<file path="src/rtl/lrn_pkg.sv">
// Shared types, constants and the 2^(2^-(i+1)) table for the channel LRN block.
// No dependencies; every other file in rtl/ imports this package.
`default_nettype none

package lrn_pkg;

	localparam int MAX_WINDOW   = 15;
	localparam int SAMPLE_W     = 16;
	localparam int SUM_W        = 36;
	localparam int CNT_W        = 5;
	localparam int PEND_W       = 4;
	localparam int RING_PTR_W   = 4;
	localparam int RING_DEPTH   = 1 << RING_PTR_W;
	localparam int FIFO_PTR_W   = 2;
	localparam int FIFO_DEPTH   = 1 << FIFO_PTR_W;
	localparam int PADDR_W      = 4;
	localparam int PDATA_W      = 32;

	// Register reset values
	localparam logic [3:0]  WINDOW_RST = 4'd5;
	localparam logic [23:0] ALPHA_RST  = 24'd20;
	localparam logic [15:0] BETA_RST   = 16'd12288;
	localparam logic [31:0] K_RST      = 32'd65536;

	// Register map, word index into the APB space
	typedef enum logic [1:0] {
		REG_WINDOW = 2'd0,
		REG_ALPHA  = 2'd1,
		REG_BETA   = 2'd2,
		REG_K      = 2'd3
	} lrn_reg_t;

	typedef struct packed {
		logic [3:0]  window_size;
		logic [23:0] alpha_scaled;
		logic [15:0] beta_exponent;
		logic [31:0] k_offset;
	} lrn_cfg_t;

	// One queued input item
	typedef struct packed {
		logic signed [SAMPLE_W-1:0] sample;
		logic                       last_channel;
	} lrn_item_t;

	// One normalization job handed to the power unit
	typedef struct packed {
		logic signed [SAMPLE_W-1:0] sample;
		logic [SUM_W-1:0]           sum;
		logic                       last;
	} lrn_job_t;

	typedef logic [31:0] lrn_exp_tab_t [16];

	// Floor integer square root, evaluated at elaboration only
	function automatic logic [63:0] lrn_isqrt(input logic [63:0] x_in);
		logic [63:0] x;
		logic [63:0] r;
		logic [63:0] b;
		x = x_in;
		r = 64'd0;
		b = 64'd1 << 62;
		for (int k = 0; k < 32; k++) begin
			if (b > x) b = b >> 2;
		end
		for (int k = 0; k < 32; k++) begin
			if (b != 64'd0) begin
				if (x >= r + b) begin
					x = x - (r + b);
					r = (r >> 1) + b;
				end else begin
					r = r >> 1;
				end
			end
			b = b >> 2;
		end
		return r;
	endfunction

	// T[i] = 2^(2^-(i+1)) in Q2.30, by repeated square roots of 2.0
	function automatic lrn_exp_tab_t lrn_build_exp_tab();
		lrn_exp_tab_t tab;
		logic [63:0]  v;
		v = 64'd2 << 30;
		for (int i = 0; i < 16; i++) begin
			v = lrn_isqrt(v << 30);
			tab[i] = v[31:0];
		end
		return tab;
	endfunction

	localparam lrn_exp_tab_t EXP_TAB = lrn_build_exp_tab();

endpackage

`default_nettype wire

</file>
<file path="src/rtl/lrn_in_if.sv">
// Input channel of the LRN block: valid/ready plus one channel sample.
// Depends on lrn_pkg for field widths.
`default_nettype none

interface lrn_in_if;
	import lrn_pkg::*;

	logic                       valid;
	logic                       ready;
	logic signed [SAMPLE_W-1:0] sample;
	logic                       last_channel;

	modport source (output valid, output sample, output last_channel, input ready);
	modport sink   (input valid, input sample, input last_channel, output ready);
endinterface

`default_nettype wire

</file>
<file path="src/rtl/lrn_front.sv">
// Front end: accepts input items and buffers them in a small queue.
// Depends on lrn_pkg and lrn_in_if.
`default_nettype none

module lrn_front (
	input  wire                 clk,
	input  wire                 arst_n,
	lrn_in_if.sink              in_item,
	output logic                q_valid,
	output lrn_pkg::lrn_item_t  q_item,
	input  wire                 q_pop
);
	import lrn_pkg::*;

	lrn_item_t               fifo_q [FIFO_DEPTH];
	logic [FIFO_PTR_W-1:0]   wr_q;
	logic [FIFO_PTR_W-1:0]   rd_q;
	logic [FIFO_PTR_W:0]     count_q;
	logic                    push;

	assign in_item.ready = (count_q != (FIFO_PTR_W+1)'(FIFO_DEPTH));
	assign push          = in_item.valid && in_item.ready;
	assign q_valid       = (count_q != '0);
	assign q_item        = fifo_q[rd_q];

	// Store accepted items
	always_ff @(posedge clk) begin
		if (push) begin
			fifo_q[wr_q].sample       <= in_item.sample;
			fifo_q[wr_q].last_channel <= in_item.last_channel;
		end
	end

	// Advance pointers and occupancy
	always_ff @(posedge clk or negedge arst_n) begin
		if (!arst_n) begin
			wr_q    <= '0;
			rd_q    <= '0;
			count_q <= '0;
		end else begin
			if (push) wr_q <= wr_q + 1'b1;
			if (q_pop) rd_q <= rd_q + 1'b1;
			if (push && !q_pop) count_q <= count_q + 1'b1;
			else if (!push && q_pop) count_q <= count_q - 1'b1;
		end
	end

`ifndef NO_ASSERTIONS
	a_count_bound: assert property (@(posedge clk) disable iff (!arst_n)
		count_q <= (FIFO_PTR_W+1)'(FIFO_DEPTH))
		else $error("queue occupancy above depth");
	a_count_grow: assert property (@(posedge clk) disable iff (!arst_n)
		(push && !q_pop) |=> count_q == $past(count_q) + 1'b1)
		else $error("queue did not grow on push");
	a_full_valid: assert property (@(posedge clk) disable iff (!arst_n)
		!in_item.ready |-> q_valid)
		else $error("full queue reports no item");
`endif

endmodule

`default_nettype wire

</file>
<file path="src/flat_wrapper.sv">
// flat-port wrapper written by rule: the top's interface ports become plain ports
module lrn_front_flat import lrn_pkg::*;
  (clk, arst_n, q_valid, q_item, q_pop, in_item_valid, in_item_sample, in_item_last_channel, in_item_ready);
  lrn_in_if in_item_i ();
  input  wire clk;
  input  wire arst_n;
  output logic q_valid;
  output lrn_pkg::lrn_item_t q_item;
  input  wire q_pop;
  input wire logic [$bits(in_item_i.valid)-1:0] in_item_valid;
  input wire logic [$bits(in_item_i.sample)-1:0] in_item_sample;
  input wire logic [$bits(in_item_i.last_channel)-1:0] in_item_last_channel;
  output wire logic [$bits(in_item_i.ready)-1:0] in_item_ready;
  assign in_item_i.valid = in_item_valid;
  assign in_item_i.sample = in_item_sample;
  assign in_item_i.last_channel = in_item_last_channel;
  assign in_item_ready = in_item_i.ready;
  lrn_front u_core (.clk(clk), .arst_n(arst_n), .in_item(in_item_i), .q_valid(q_valid), .q_item(q_item), .q_pop(q_pop));
endmodule
</file>
<file path="config.mk">
export PLATFORM = sky130hd
export DESIGN_NAME = lrn_front_flat
export DESIGN_NICKNAME = d
export VERILOG_FILES = /design/src/rtl/lrn_pkg.sv /design/src/rtl/lrn_in_if.sv /design/src/rtl/lrn_front.sv /design/src/flat_wrapper.sv
export SDC_FILE = /design/constraint.sdc
export NUM_CORES = 1
export LEC_CHECK = 0
export BUFFER_PORTS_ARGS = -buffer_cell sky130_fd_sc_hd__buf_2
export CORE_MARGIN = 5
export CORE_UTILIZATION = 55
export CTS_CLUSTER_DIAMETER = 120
export DETAILED_ROUTE_END_ITERATION = 7
export PLACE_DENSITY = 0.84
export SLEW_MARGIN = 20
export SYNTH_ARGS = -nofsm -noshare
export SYNTH_HDL_FRONTEND = slang
export SYNTH_SLANG_ARGS = --single-unit
</file>
<file path="constraint.sdc">
create_clock -name clk -period 2.32 [get_ports clk]
set_input_delay 0.232 -clock clk [delete_from_list [all_inputs] [get_ports clk]]
set_output_delay 0.232 -clock clk [all_outputs]
set_load 0.02 [all_outputs]
</file>
Yosys cells after proc, flatten, opt, wreduce, memory -nomap -nowiden
Memory sizes are Yosys's and may differ from the RTL's. Cells that the tools add are included.

Register bits: 7. Bits in writable memories: 68. Input bits: 21. Memories kept: 1.

$add $sub $neg: 4. Equal/unequal tests: 1. Multiplexer cells: 4. Reduce and logical (&&, ||, !) cells: 7.

Memories: u_core.fifo_q (words 4, width 17, read ports 1, clocked after memory_dff 0, write ports 1, RTL line lrn_front.sv:15) `lrn_item_t fifo_q [FIFO_DEPTH];`.

Operator list (number): 2-to-1 mux 3 bit (2); adder 2 x 1 -> 2 bit (second input constant) (2); adder 3 x 1 -> 3 bit (second input constant) (1); logical AND 1 bit (3); inequality test 3 bit (second input constant) (1); nonzero test 3 bit (1); subtractor 3 x 1 -> 3 bit (second input constant) (1); zero test 1 bit (2); 2-to-1 mux 1 bit (2); nonzero test 2 bit (1).

Logic depth before layout (Yosys ltp)
Word-level depth: 6. Gate-level depth with buffers: 8. Gate-level depth less buffers: 8.

Worst setup path before layout
OpenSTA, ideal clock, no wires.

Kind: register to register. Start: reg u_core.count_q[0]. End: reg u_core.count_q[2]. Setup time: 0.079 ns. Arrival: 1.725 ns. Required time: 2.241 ns. Slack: 0.515 ns. Stages on the path, launching flop included: 9. Path buffers: 0. Clock period less this slack: 1.805 ns. Path through: dfrtp_1 > nor2_1 > a21boi_2 > ha_1 > inv_1 > fa_1 > xor2_1 > nor2_1 > xor2_1.

Longest elaborated chain between the ends: 5. Elaborated cells between the ends (all ways): 10. Classes of those cells: add/sub (2); eq/ne (1); mux (2); reduce/logical (5).

RTL lines: start, declared (RTL line lrn_front.sv:18) `logic [FIFO_PTR_W:0] count_q;`; start signal, assigned (RTL line lrn_front.sv:43) `if (push && !q_pop) count_q <= count_q + 1'b1;`; start signal, assigned (RTL line lrn_front.sv:44) `else if (!push && q_pop) count_q <= count_q - 1'b1;`; inequality test 3 bit * (RTL line lrn_front.sv:21) `assign in_item.ready = (count_q != (FIFO_PTR_W+1)'(FIFO_DEPTH));`; logical AND 1 bit * (RTL line lrn_front.sv:22) `assign push = in_item.valid && in_item.ready;`; named net u_core.push (RTL line lrn_front.sv:19) `logic push;`; zero test 1 bit (RTL line lrn_front.sv:44); logical AND 1 bit (RTL line lrn_front.sv:44); nonzero test 2 bit (no source line).

Mark *: on every way through the listed nets, which the timed path passes. The rest lies on a longest branch. The select of a mux whose other input is x is not followed. A chain may end at the register's enable or synchronous reset.

Final worst setup path
Ends and elaborated chain as after synthesis.

==> metrics.md <==
| Metric | Value |
|---|---|
| Max-cap check violation count | 0 |
| Ys flop type | edfxtp_1 |
| Worst stage delay on the critical path | approximately 430 ps |
| RSZ-0062 raised after global routing | false |
| CTS tree | built |
| Sequential share of power | 0.465 |
| # Post-CTS Setup Buffers | 0 |
| Worst IR Drop VDD | just over 0.0008 V |
| Hold Crit Class | in2reg |
| Crit share post-route | 0.882 |
| Logic pwr share | 0.347 |
| Routed WL per cell | 18.7 um |
| Share of the core filled with cells | 0.662 |
| Hold Crit Depth | 2 |
| Register area share after synthesis | 0.763 |
| Critical path arrival | 2300 ps |
| Synthesis warning total | 0 |
| Core ar. | 5110 um2 |
| # fillers | 323 |
| Area added between synthesis and finish | 16.4% |
| Reg clk slew, reported paths | 70 ps |
| Starting DRT DRC Count | around 110 |
| Gr usage total | 0.159 |
| Initial antenna violation count | 0 |
| Synthesis-stage register bit count | 75 |
| CTS sink count | 75 |
| DRC Markers | 0 |
| Post-synth EDFFs | slightly below 70 |
| Clk buf depth | 2 |
| NumNets Final | 206 |
| Fmax | 489 MHz |
| Die X | ~83 um |
| Final min period | 2050 ps |
| Via-per-instance ratio | 5.30 |
| Synth unique cells | 18 |
| Post-DP HPWL | approximately 3300 um |
| Clk_lat worst skew | 330 ps |
| Status | complete, no violations |
| Final Power | between 4 and 5 mW |
| Syn avg cell area | 23.4 um2 |
| Slew Viols, Final | 0 |
| GRT overflow | 0 |
| Crit-path cells | nor2_1 > a21boi_2 > ha_1 > inv_1 > fa_1 > xor2_1 > nor2_1 > xor2_1 |
| Worst slew margin | 0.793 |
| Syn Std Cell Area | 2910 um2 |
| Root buffer cell | clkbuf_8 |
| CP Launch Type | flip-flop |
| Final Setup Violations | 0 |
| Mapped Nets | 151 |
| Global-route wire length before repair | 7330 um |
| Pre-antenna DRT Iters | 4 |
| FFs w/ async S/R, synth | 0.0933 |
| I/O Buffers | 39 |
| Clk_skew | 7.08 ps |
| Internal | 2.82 mW |
| Cts bufs inserted | 9 |
| Share of cells above drive strength 1 | 0.375 |
| WL final | 4760 um |
| Site Rows | 26 |
| Leak pwr | approximately 1.2 nW |
| Cts hold-fix bufs | 1 |
| Die H | 82.7 um |
| Critical path class | reg2reg |
| Min Hold Slack | roughly 110 ps |
| Post-CTS sizing | 0 |
| Die Area | 6840 um2 |
| Clk pwr share | 0.188 |
| I/O pins | 40 |
| Vias in the first global route | roughly 1,500 |
| Crit path capture type | flip-flop |
| Hold Fails Final Rpt | 0 |
| Worst endpoint required time | 2570 ps |
| Antenna diode count | 0 |
| Critical-path top delay cell | dfrtp_1 |
| Largest net degree at the start of global routing | 18 |
| Sw Ratio | 0.321 |
| Pwr dens | 1230 nW/um2 |
| CTS H-tree depth | 3 |
| Initial Utilization | 0.569 |
| Routability-driven placement congestion ratio | 0.645 |
| P_sw | roughly 1.3 mW |
| Detail Route Antenna Nets | 0 |
| Max Fanout on Critical Path | 7 |
| Slew of the pin with the lowest slew margin | 309 ps |
| Syn Inst Count | 124 |
| Worst r2r path cells | 8 |
| Post-Route Setup TNS | 0 ps |
| Vias | 1,346 |
==> per-layer routing <==
layer / share of wire / up-vias / global-route usage / routed length (um)
li1: - / 620 / - / -
met2: 0.56 / 39 / 0.270 / 2650
met1: 0.37 / 680 / 0.183 / 1740
met3: 0.063 / 7 / 0.0456 / 301
met4: 0.014 / 0 / 0.0833 / 68
met5: 0 / - / 0 / 0
==> cells in the final DEF (no fill, tap or decap) <==
cell	instances
mux2_2	2
buf_12	1
nor2_1	2
mux4_1	9
dfrtp_1	7
ha_1	5
or3_1	1
xor2_1	3
clkbuf_8	9
and2_1	4
clkbuf_1	3
dlygate4sd3_1	1
clkinv_2	2
mux4_2	8
edfxtp_1	68
clkinv_1	2
a21boi_2	1
buf_2	39
buf_4	7
nand2_1	2
inv_1	4
xnor2_1	3
fa_1	1
==> worst max-delay path, delay by kind of cell, from the launching register on <==
kind	cells	cell delay, ps
buffers and inverters	1	70
adders and majority gates	2	640
DFF	1	430
AOI/OAI and AO/OA	1	300
and+or+nand+nor	2	230
xor gates and xnor gates	2	300
==> worst paths after layout <==
kind	start	to	slack, ps
worst min-delay path	q_pop	u_core.rd_q[0]	110
max in group asynchronous	arst_n	u_core.rd_q[1]	1890
worst min register to register	u_core.rd_q[1]	u_core.rd_q[1]	490
worst max register to register	u_core.count_q[0]	u_core.count_q[2]	270
min in group asynchronous	arst_n	u_core.count_q[2]	270
worst max-delay path	u_core.count_q[0]	u_core.count_q[2]	270
==> area by class of cell <==
class | instances | area (um2) | share of cell area
inverter | 4 | 15.0 | 0.00444
clock buffer | 12 | 135 | 0.0400
clock inverter | 4 | 17.5 | 0.00518
multi-input combinational | 41 | 632 | 0.187
timing repair buffer | 48 | 278 | 0.0821
sequential | 75 | 2220 | 0.656
tap | 70 | 87.6 | 0.0259
==> cells by family after synthesis <==
logic type | after synthesis | synth area share
flops | 75 | 0.763
mux | 19 | 0.151
simple gates | 9 | 0.0159
buf+inv | 8 | 0.0194
xor+xnor | 6 | 0.0181
fa+ha+maj | 6 | 0.0284
compound gates | 1 | 0.00388
==> state kept, by name, summed over array words and instances, names as in the netlist <==
signal          flops
u_core.rd_q         2
u_core.count_q      3
u_core.wr_q         2
u_core.fifo_q      68
==> synth_stat cells (all sizes together) (2+ instances only) <==
cell type / instances / area (um2)
xor2: 3 / 26.3
nand2: 2 / 7.51
xnor2: 3 / 26.3
nor2: 2 / 7.51
ha: 5 / 62.6
buf: 4 / 41.3
dfrtp: 7 / 175
mux4: 17 / 417
mux2: 2 / 22.5
inv: 4 / 15.0
edfxtp: 68 / 2040
and2: 4 / 25.0
==> power groups by stage <==
stage               clock [mW]  combinational [mW]  sequential (mW)
global route             0.866                1.56             1.96
finish                   0.781                1.44             1.93
global placement             0                1.42             1.92
floorplan                    0                1.07             1.90
detailed placement           0                1.47             1.96
CTS                      0.811                1.47             1.94
==> per-stage QoR <==
stage                     area [um2]  worst slack, ps  instances
after floorplan                 2910              515        124
after global placement          3220              454        237
after detailed placement        3220              275        237
after CTS                       3380              262        254
after global routing            3380              119        254
final                           3380              274        254
(Power assumes the default switching activity.)
