## config.mk

```make
export PLATFORM = sky130hd
export DESIGN_NAME = lrn_window
export DESIGN_NICKNAME = d
export VERILOG_FILES = /design/src/rtl/lrn_pkg.sv /design/src/rtl/lrn_window.sv
export SDC_FILE = /design/constraint.sdc
export NUM_CORES = 2
export LEC_CHECK = 0
export ABC_AREA = 0
export BUFFER_PORTS_ARGS = -buffer_cell sky130_fd_sc_hd__clkbuf_2
export CAP_MARGIN = 30
export CORE_MARGIN = 3
export CORE_UTILIZATION = 54
export DETAILED_ROUTE_END_ITERATION = 7
export PLACE_DENSITY_LB_ADDON = 0.25
export SYNTH_ARGS = -nofsm -noshare
export SYNTH_HDL_FRONTEND = slang
export SYNTH_SLANG_ARGS = --single-unit
```

## constraint.sdc

```tcl
create_clock -name clk -period 31.1 [get_ports clk]
set_clock_uncertainty 0.1 [all_clocks]
set_input_delay 4.665 -clock clk [delete_from_list [all_inputs] [get_ports clk]]
set_output_delay 4.665 -clock clk [all_outputs]
set_load 0.02 [all_outputs]
```

## src/rtl/lrn_pkg.sv

```systemverilog
// Shared types, constants and the 2^(2^-(i+1)) table for the channel LRN block.
// No dependencies; every other file in rtl/ imports this package.
`default_nettype none

package lrn_pkg;

	localparam int MAX_WINDOW   = 15;
	localparam int SAMPLE_W     = 16;
	localparam int SUM_W        = 36;
	localparam int CNT_W        = 5;
	localparam int PEND_W       = 4;
	localparam int RING_PTR_W   = 4;
	localparam int RING_DEPTH   = 1 << RING_PTR_W;
	localparam int FIFO_PTR_W   = 2;
	localparam int FIFO_DEPTH   = 1 << FIFO_PTR_W;
	localparam int PADDR_W      = 4;
	localparam int PDATA_W      = 32;

	// Register reset values
	localparam logic [3:0]  WINDOW_RST = 4'd5;
	localparam logic [23:0] ALPHA_RST  = 24'd20;
	localparam logic [15:0] BETA_RST   = 16'd12288;
	localparam logic [31:0] K_RST      = 32'd65536;

	// Register map, word index into the APB space
	typedef enum logic [1:0] {
		REG_WINDOW = 2'd0,
		REG_ALPHA  = 2'd1,
		REG_BETA   = 2'd2,
		REG_K      = 2'd3
	} lrn_reg_t;

	typedef struct packed {
		logic [3:0]  window_size;
		logic [23:0] alpha_scaled;
		logic [15:0] beta_exponent;
		logic [31:0] k_offset;
	} lrn_cfg_t;

	// One queued input item
	typedef struct packed {
		logic signed [SAMPLE_W-1:0] sample;
		logic                       last_channel;
	} lrn_item_t;

	// One normalization job handed to the power unit
	typedef struct packed {
		logic signed [SAMPLE_W-1:0] sample;
		logic [SUM_W-1:0]           sum;
		logic                       last;
	} lrn_job_t;

	typedef logic [31:0] lrn_exp_tab_t [16];

	// Floor integer square root, evaluated at elaboration only
	function automatic logic [63:0] lrn_isqrt(input logic [63:0] x_in);
		logic [63:0] x;
		logic [63:0] r;
		logic [63:0] b;
		x = x_in;
		r = 64'd0;
		b = 64'd1 << 62;
		for (int k = 0; k < 32; k++) begin
			if (b > x) b = b >> 2;
		end
		for (int k = 0; k < 32; k++) begin
			if (b != 64'd0) begin
				if (x >= r + b) begin
					x = x - (r + b);
					r = (r >> 1) + b;
				end else begin
					r = r >> 1;
				end
			end
			b = b >> 2;
		end
		return r;
	endfunction

	// T[i] = 2^(2^-(i+1)) in Q2.30, by repeated square roots of 2.0
	function automatic lrn_exp_tab_t lrn_build_exp_tab();
		lrn_exp_tab_t tab;
		logic [63:0]  v;
		v = 64'd2 << 30;
		for (int i = 0; i < 16; i++) begin
			v = lrn_isqrt(v << 30);
			tab[i] = v[31:0];
		end
		return tab;
	endfunction

	localparam lrn_exp_tab_t EXP_TAB = lrn_build_exp_tab();

endpackage

`default_nettype wire

```

## src/rtl/lrn_window.sv

```systemverilog
// Back end sequencer: delay ring, running sum of squares and flush of
// owed results at the end of a vector. Depends on lrn_pkg.
`default_nettype none

module lrn_window (
	input  wire                 clk,
	input  wire                 arst_n,
	input  wire [3:0]           window_size,
	input  wire                 q_valid,
	input  lrn_pkg::lrn_item_t  q_item,
	output logic                q_pop,
	output logic                job_valid,
	output lrn_pkg::lrn_job_t   job,
	input  wire                 job_ready
);
	import lrn_pkg::*;

	typedef enum logic [2:0] {
		W_IDLE = 3'b001,
		W_FILL = 3'b010,
		W_CALC = 3'b100
	} win_state_t;

	win_state_t                 state_q;
	logic [RING_PTR_W-1:0]      wp_q;
	logic [CNT_W-1:0]           cnt_q;
	logic [PEND_W-1:0]          pend_q;
	logic [SUM_W-1:0]           sum_q;
	logic [2:0]                 t_q;
	logic                       flush_q;
	logic                       last_q;
	logic signed [SAMPLE_W-1:0] v_q;
	logic signed [SAMPLE_W-1:0] old_rd_q;
	logic signed [SAMPLE_W-1:0] out_rd_q;
	logic signed [SAMPLE_W-1:0] ring [RING_DEPTH];

	logic [3:0]                 w_eff;
	logic [2:0]                 post;
	logic [RING_PTR_W-1:0]      ra_old;
	logic [RING_PTR_W-1:0]      ra_out;
	logic                       load;
	logic signed [SAMPLE_W-1:0] ring_wd;
	logic signed [31:0]         sq_new_s;
	logic signed [31:0]         sq_old_s;
	logic [SUM_W:0]             s1;
	logic [SUM_W:0]             s2;
	logic                       drop;
	logic                       emit;
	logic                       t_last;
	logic                       end_vec;
	logic                       calc_go;

	// Effective window and trailing pad
	assign w_eff  = (window_size == 4'd0) ? 4'd1 : window_size;
	assign post   = w_eff[3:1];
	assign ra_old = wp_q - w_eff;
	assign ra_out = wp_q - {1'b0, post};

	assign q_pop   = (state_q == W_IDLE) && q_valid;
	assign load    = q_pop || (state_q == W_FILL);
	assign ring_wd = (state_q == W_IDLE) ? q_item.sample : '0;

	// Write the newest sample, fetch the dropped and the centered ones
	always_ff @(posedge clk) begin
		if (load) begin
			ring[wp_q] <= ring_wd;
			old_rd_q   <= ring[ra_old];
			out_rd_q   <= ring[ra_out];
		end
	end

	// Update the running sum
	assign sq_new_s = v_q * v_q;
	assign sq_old_s = old_rd_q * old_rd_q;
	assign s1       = {1'b0, sum_q} + {5'b0, sq_new_s};
	assign drop     = cnt_q >= {1'b0, w_eff};
	always_comb begin
		s2 = s1;
		if (drop) begin
			if (s1 >= {5'b0, sq_old_s}) s2 = s1 - {5'b0, sq_old_s};
			else s2 = '0;
		end
	end

	// Decide whether this slot emits a result
	assign t_last = (t_q == post - 3'd1);
	always_comb begin
		if (flush_q) begin
			emit    = ({2'b0, t_q} + {1'b0, pend_q}) >= {2'b0, post};
			end_vec = t_last;
		end else begin
			emit    = cnt_q >= {2'b0, post};
			end_vec = last_q && (post == 3'd0);
		end
	end

	assign calc_go    = (state_q == W_CALC) && (!emit || job_ready);
	assign job_valid  = (state_q == W_CALC) && emit;
	assign job.sample = (post == 3'd0) ? v_q : out_rd_q;
	assign job.sum    = s2[SUM_W-1:0];
	assign job.last   = flush_q ? t_last : (last_q && (post == 3'd0));

	// Hold the slot value
	always_ff @(posedge clk) begin
		if (load) v_q <= ring_wd;
	end

	// Sequence item and flush slots
	always_ff @(posedge clk or negedge arst_n) begin
		if (!arst_n) begin
			state_q <= W_IDLE;
			wp_q    <= '0;
			cnt_q   <= '0;
			pend_q  <= '0;
			sum_q   <= '0;
			t_q     <= '0;
			flush_q <= 1'b0;
			last_q  <= 1'b0;
		end else begin
			unique case (state_q)
				W_IDLE: begin
					if (q_valid) begin
						last_q  <= q_item.last_channel;
						flush_q <= 1'b0;
						state_q <= W_CALC;
					end
				end
				W_FILL: begin
					flush_q <= 1'b1;
					state_q <= W_CALC;
				end
				W_CALC: begin
					if (calc_go) begin
						wp_q  <= wp_q + 1'b1;
						sum_q <= s2[SUM_W-1:0];
						if (cnt_q != {CNT_W{1'b1}}) cnt_q <= cnt_q + 1'b1;
						if (!flush_q && !emit && pend_q != {PEND_W{1'b1}})
							pend_q <= pend_q + 1'b1;
						if (end_vec) begin
							cnt_q   <= '0;
							pend_q  <= '0;
							sum_q   <= '0;
							state_q <= W_IDLE;
						end else if (flush_q) begin
							t_q     <= t_q + 3'd1;
							state_q <= W_FILL;
						end else if (last_q) begin
							t_q     <= '0;
							state_q <= W_FILL;
						end else begin
							state_q <= W_IDLE;
						end
					end
				end
				default: state_q <= W_IDLE;
			endcase
		end
	end

`ifndef NO_ASSERTIONS
	a_pop_calc: assert property (@(posedge clk) disable iff (!arst_n)
		q_pop |=> state_q == W_CALC)
		else $error("popped item not processed");
	a_sum_clear: assert property (@(posedge clk) disable iff (!arst_n)
		cnt_q == '0 |-> sum_q == '0)
		else $error("sum not clear at vector start");
	a_wp_step: assert property (@(posedge clk) disable iff (!arst_n)
		calc_go |=> wp_q == $past(wp_q) + RING_PTR_W'(1))
		else $error("ring pointer did not advance");
`endif

endmodule

`default_nettype wire

```

## Word-level counts from Yosys, hierarchy flattened

Memory sizes are Yosys's and may differ from the RTL's. A register that Yosys moved wholly into a read port is not among the register bits.
Index checks and enable logic that the tools add are counted.

| word-level totals | value |
|---|---|
| register bits | 73 |
| bits in latches | 0 |
| memory bits (writable) | 256 |
| bits in read-only memories | 0 |
| input bits | 25 |
| output and inout port bits | 55 |
| word-level logic and storage cells | 82 |
| memories kept | 1 |

Memory list:

| memory | words | bits a word | rd ports | clocked after memory_dff | write ports | RTL line | text |
|---|---|---|---|---|---|---|---|
| ring | 16 | 16 | 2 | 2 | 1 | lrn_window.sv:35 | `logic signed [SAMPLE_W-1:0] ring [RING_DEPTH];` |

| operators by class | value |
|---|---|
| add/subtract/negate cells | 10 |
| $mul | 2 |
| div/mod/pow operators | 0 |
| $lt $le $gt $ge | 4 |
| equal/unequal tests | 8 |
| shift-type cells | 0 |
| multiplexer cells | 24 |
| bitwise gates (word level) | 1 |
| reductions and logical operators | 23 |

Operators with widths:

| operator | count |
|---|---|
| $mux W36 | 3 |
| $mul A16 B16 Y32 | 2 |
| $add A36 B32 Y37 | 1 |
| $ge A37 B32 Y1 | 1 |
| $sub A36 B32 Y36 | 1 |
| $mux W16 | 2 |
| $mux W3 | 4 |
| $mux W4 | 3 |
| $ge A5 B3 Y1 | 2 |
| $mux W5 | 2 |
| $pmux W3 S3 | 1 |
| $add A4 B1 Y4 const B | 2 |
| $reduce_and A2 Y1 | 4 |
| $reduce_bool A2 Y1 | 4 |
| $logic_and A1 B1 Y1 | 6 |
| $mux W2 | 3 |
| $reduce_and A3 Y1 | 2 |
| $add A3 B4 Y5 | 1 |
| $add A5 B1 Y5 const B | 1 |
| $ge A5 B4 Y1 | 1 |
| $mux W1 | 5 |
| $ne A5 B5 Y1 const B | 1 |
| $logic_not A4 Y1 | 1 |
| $ne A2 B2 Y1 const B | 2 |
| other kinds (15) | 17 |

## Longest topological paths before layout

| depth | value |
|---|---|
| depth after elaboration | 9 |
| mapped depth | 44 |
| mapped depth without buffers | 43 |

## Least setup slack after synthesis

No wires, ideal clock.

| timing path | value |
|---|---|
| path type | register -> output |
| start | register v_q[1] |
| end | output port job[10] (netlist name) |
| data arrival time | 9326 ps |
| data required time | 26335 ps |
| setup slack | 17009 ps |
| stages on the path, launching flop included | 40 |
| path buffers | 4 |
| cell sequence | edfxtp_1 -> clkbuf_1 -> clkbuf_1 -> nand2_1 -> inv_1 -> fa_1 -> inv_1 -> fa_1 -> fa_1 -> inv_1 -> fa_1 -> fa_1 -> inv_1 -> fa_1 -> inv_1 -> ha_1 -> a21oi_1 -> o21ai_0 -> [... 4 more ...] -> buf_6 -> a21oi_4 -> o21ai_2 -> or3_1 -> o211a_1 -> a21boi_0 -> o21ai_0 -> xor2_1 -> ha_1 -> and3_1 -> nand4b_1 -> o2bb2ai_1 -> o22ai_1 -> o2111a_2 -> or4b_4 -> nor2_4 -> buf_4 -> nor2_1 |

RTL lines:

| element | RTL line | text |
|---|---|---|
| from (decl) | lrn_window.sv:32 | `logic signed [SAMPLE_W-1:0] v_q;` |
| from (signal assigned) | lrn_window.sv:105 | `if (load) v_q <= ring_wd;` |
| to (decl) | lrn_window.sv:13 | `output lrn_pkg::lrn_job_t job,` |

==> results.yml <==
cts:
  post_cts_buffers: 0
  htree_levels: 2
  hold_buffers: 0
  cts-root-buf: "clkbuf_16"
  clkLatencyLatePin_ns: 0.58
  clkSinkCount: 361
  cts_tree: "yes"
  post_cts_resized: 0
  cts.clk_slew.worst_paths_ns: 0.07
  cts_buffer_depth: 3
  cts_made_buffers: 38
timing:
  finalWorstSetupSlack_ns: 14.54
  tightest_slew_ns: 1.01
  slew_headroom_pct: 32.3
  fin_setup_tns_ns: 0
  min_period_over_period_pct: 53.3
  final-hold-violation-count: 0
  final_max_slew_viol_count: 0
  grt_setup_unrepaired: "false"
  setup_viol: 0
  fmax_mhz: 60.4
  period_needed_ns: 16.56
die:
  chipHeight_um: 272
  die-area_um2: 74100
  start_util_pct: 55.1
  io_pins: 80
  core_area_um2: 69400
  dieWidth_um: 272
  rows: 96
logic_synthesis:
  syn_inst: 3534
  ys_ff_latch: 361
  synth_simple_gate_area_share_pct: 9.33
  synth-compound-area-share_pct: 8.43
  synth_area_um2: 38300
  yosys_warnings: 0
  synth_edf_count: 304
  synthesis.nets: 4305
  synthArstFlopShare_pct: 15.8
  synthAdderAreaFrac_pct: 33.7
  synth_mux_area_share_pct: 9.10
  synth_top_family_by_area: "adder cells"
  synth_xor_xnor_area_share_pct: 3.59
  synthFlopType: "edfxtp_1"
  synth_seq_area_share_pct: 27.6
  synth.distinct_cells: 86
  avgSynthCellArea_um2: 10.8
cells_and_area:
  final_cell_mix: "inv_1, fa_1, edfxtp_1"
  final_common_cell: "inv_1"
  area_growth_pct: 7.04
  antenna_cells: 0
  drive_above_1_share_pct: 10.8
  stdcell_count: 4525
  final_nets: 4337
grt:
  grt_pass1_wl_mm: 152
  grt_overflow: 0
  antenna_found_initial: 0
  grt_pass1_vias: 26800
  grt_max_degree: 58
  grt_util_all_layers_pct: 26.5
setup_path:
  cp_common_cell: "fa_1"
  startpoint_type: "flip-flop"
  max_stage_delay_ns: 0.92
  worstPathArrival_ns: 11.80
  crit_fanout: 34
  cpMaxStageDelayCell: "edfxtp_1"
  critical_path_class: "reg -> out"
  worstPathRequired_ns: 26.34
  endpoint_kind: "output pin"
placement:
  hpwlAfterDp_mm: 73.6
  dp_worst_setup_slack_ns: 15.05
  gp_congestion: 0.949
  numPlacedInstances: 4456
  io_buffer_count: 79
route:
  wl_met3_mm: 7.52
  drc_errors: 0
  top_layer_used: "met4"
  drtIter0Drc: 2262
  met2_length_mm: 45.6
  num_vias: 26200
  wl_met1_mm: 40.3
  ant_nets: 0
  wl_per_cell_um: 21.2
  drt-vias-per-instance: 5.79
  wl_mm: 95.9
  drt_first_pass_iters: 7
min_path:
  min_path_type: "reg -> reg"
run:
  cap_violations: 0
run_status:
  status: "completed"
critical path, delay by kind of cell, from the launching register on:
family / cells / cell delay [ns]
adder cells (fa/ha/maj): 9 / 3.65
AND/OR/NAND/NOR: 9 / 2.47
XOR/XNOR: 3 / 0.41
buffers and inverters: 4 / 0.87
flip-flops: 1 / 0.92
AO/OA/AOI/OAI: 13 / 2.87
flip-flops by register name, indices dropped and copies added (netlist names):
| signal | flops |
|---|---|
| ring | 256 |
| out_rd_q | 16 |
| state_q | 3 |
| pend_q | 4 |
| v_q | 16 |
| sum_q | 36 |
| cnt_q | 5 |
| t_q | 3 |
| flush_q | 1 |
| wp_q | 4 |
| last_q | 1 |
| old_rd_q | 16 |
final cells by class:
| type | instances | area [um2] |
|---|---|---|
| Inverter | 700 | 2630 |
| Clock buffer | 46 | 981 |
| Tap cell | 931 | 1160 |
| Fill cell | 5835 | 28500 |
| Timing Repair Buffer | 118 | 693 |
| Clock inverter | 22 | 240 |
| Multi-Input combinational cell | 2347 | 24700 |
| Sequential cell | 361 | 10600 |
cells by family after synthesis:
group,after synthesis
AOI/OAI and AO/OA,502
xor gates and xnor gates,157
adders and majority gates,746
buffers and inverters,826
DFF,361
muxes,186
and+or+nand+nor,756
worst paths after layout:
| kind | slack, ns | cells past startpoint | from | end |
|---|---|---|---|---|
| setup reg to reg | 19.88 | 37 | v_q[15]$_DFFE_PP_ | sum_q[1]$_DFFE_PN0P_ |
| setup / recovery | 14.54 | 38 | v_q[15]$_DFFE_PP_ | job[32] |
| hold reg to reg | 0.39 | 2 | sum_q[31]$_DFFE_PN0P_ | sum_q[31]$_DFFE_PN0P_ |
| max in group asynchronous | 26.13 | 2 | arst_n | pend_q[3]$_DFFE_PN0P_ |
| hold / removal | 0.39 | 2 | sum_q[31]$_DFFE_PN0P_ | sum_q[31]$_DFFE_PN0P_ |
| min in group asynchronous | 4.18 | 2 | arst_n | sum_q[14]$_DFFE_PN0P_ |
Yosys cell counts (all sizes together), types with 44 or more instances:
library cell | number | share of area, %
inv | 699 | 6.9
fa | 476 | 25
edfxtp | 304 | 24
nand2 | 282 | 2.8
ha | 270 | 8.8
nor2 | 172 | 1.7
a21oi | 158 | 2.1
mux4 | 128 | 7.5
o21ai | 123 | 1.7
xnor2 | 108 | 2.5
and2 | 102 | 1.7
clkbuf | 102 | 1.0
dfrtp | 56 | 3.7
xor2 | 49 | 1.1
a21o | 47 | 0.93
nor2b | 44 | 0.72
stage by stage:
step	instance area, um2	hold slack [ns]	utilization [%]
final	41000	0.388	59.0
after global routing	41000	0.419	59.0
after CTS	41000	0.393	59.0
after detailed placement	39700	0.378	57.3
after global placement	39700	0.373	57.2
after floorplan	38300	0.355	-
layer usage:
metal	vias up	global-route usage (%)
met5	-	0
met4	0	7.10
met3	160	4.10
met2	1036	43.4
met1	13200	37.1
li1	11800	-
Power is left out: the tool's default activity adds up to more than one toggle a clock period on the data nets, which glitch-free logic cannot reach.
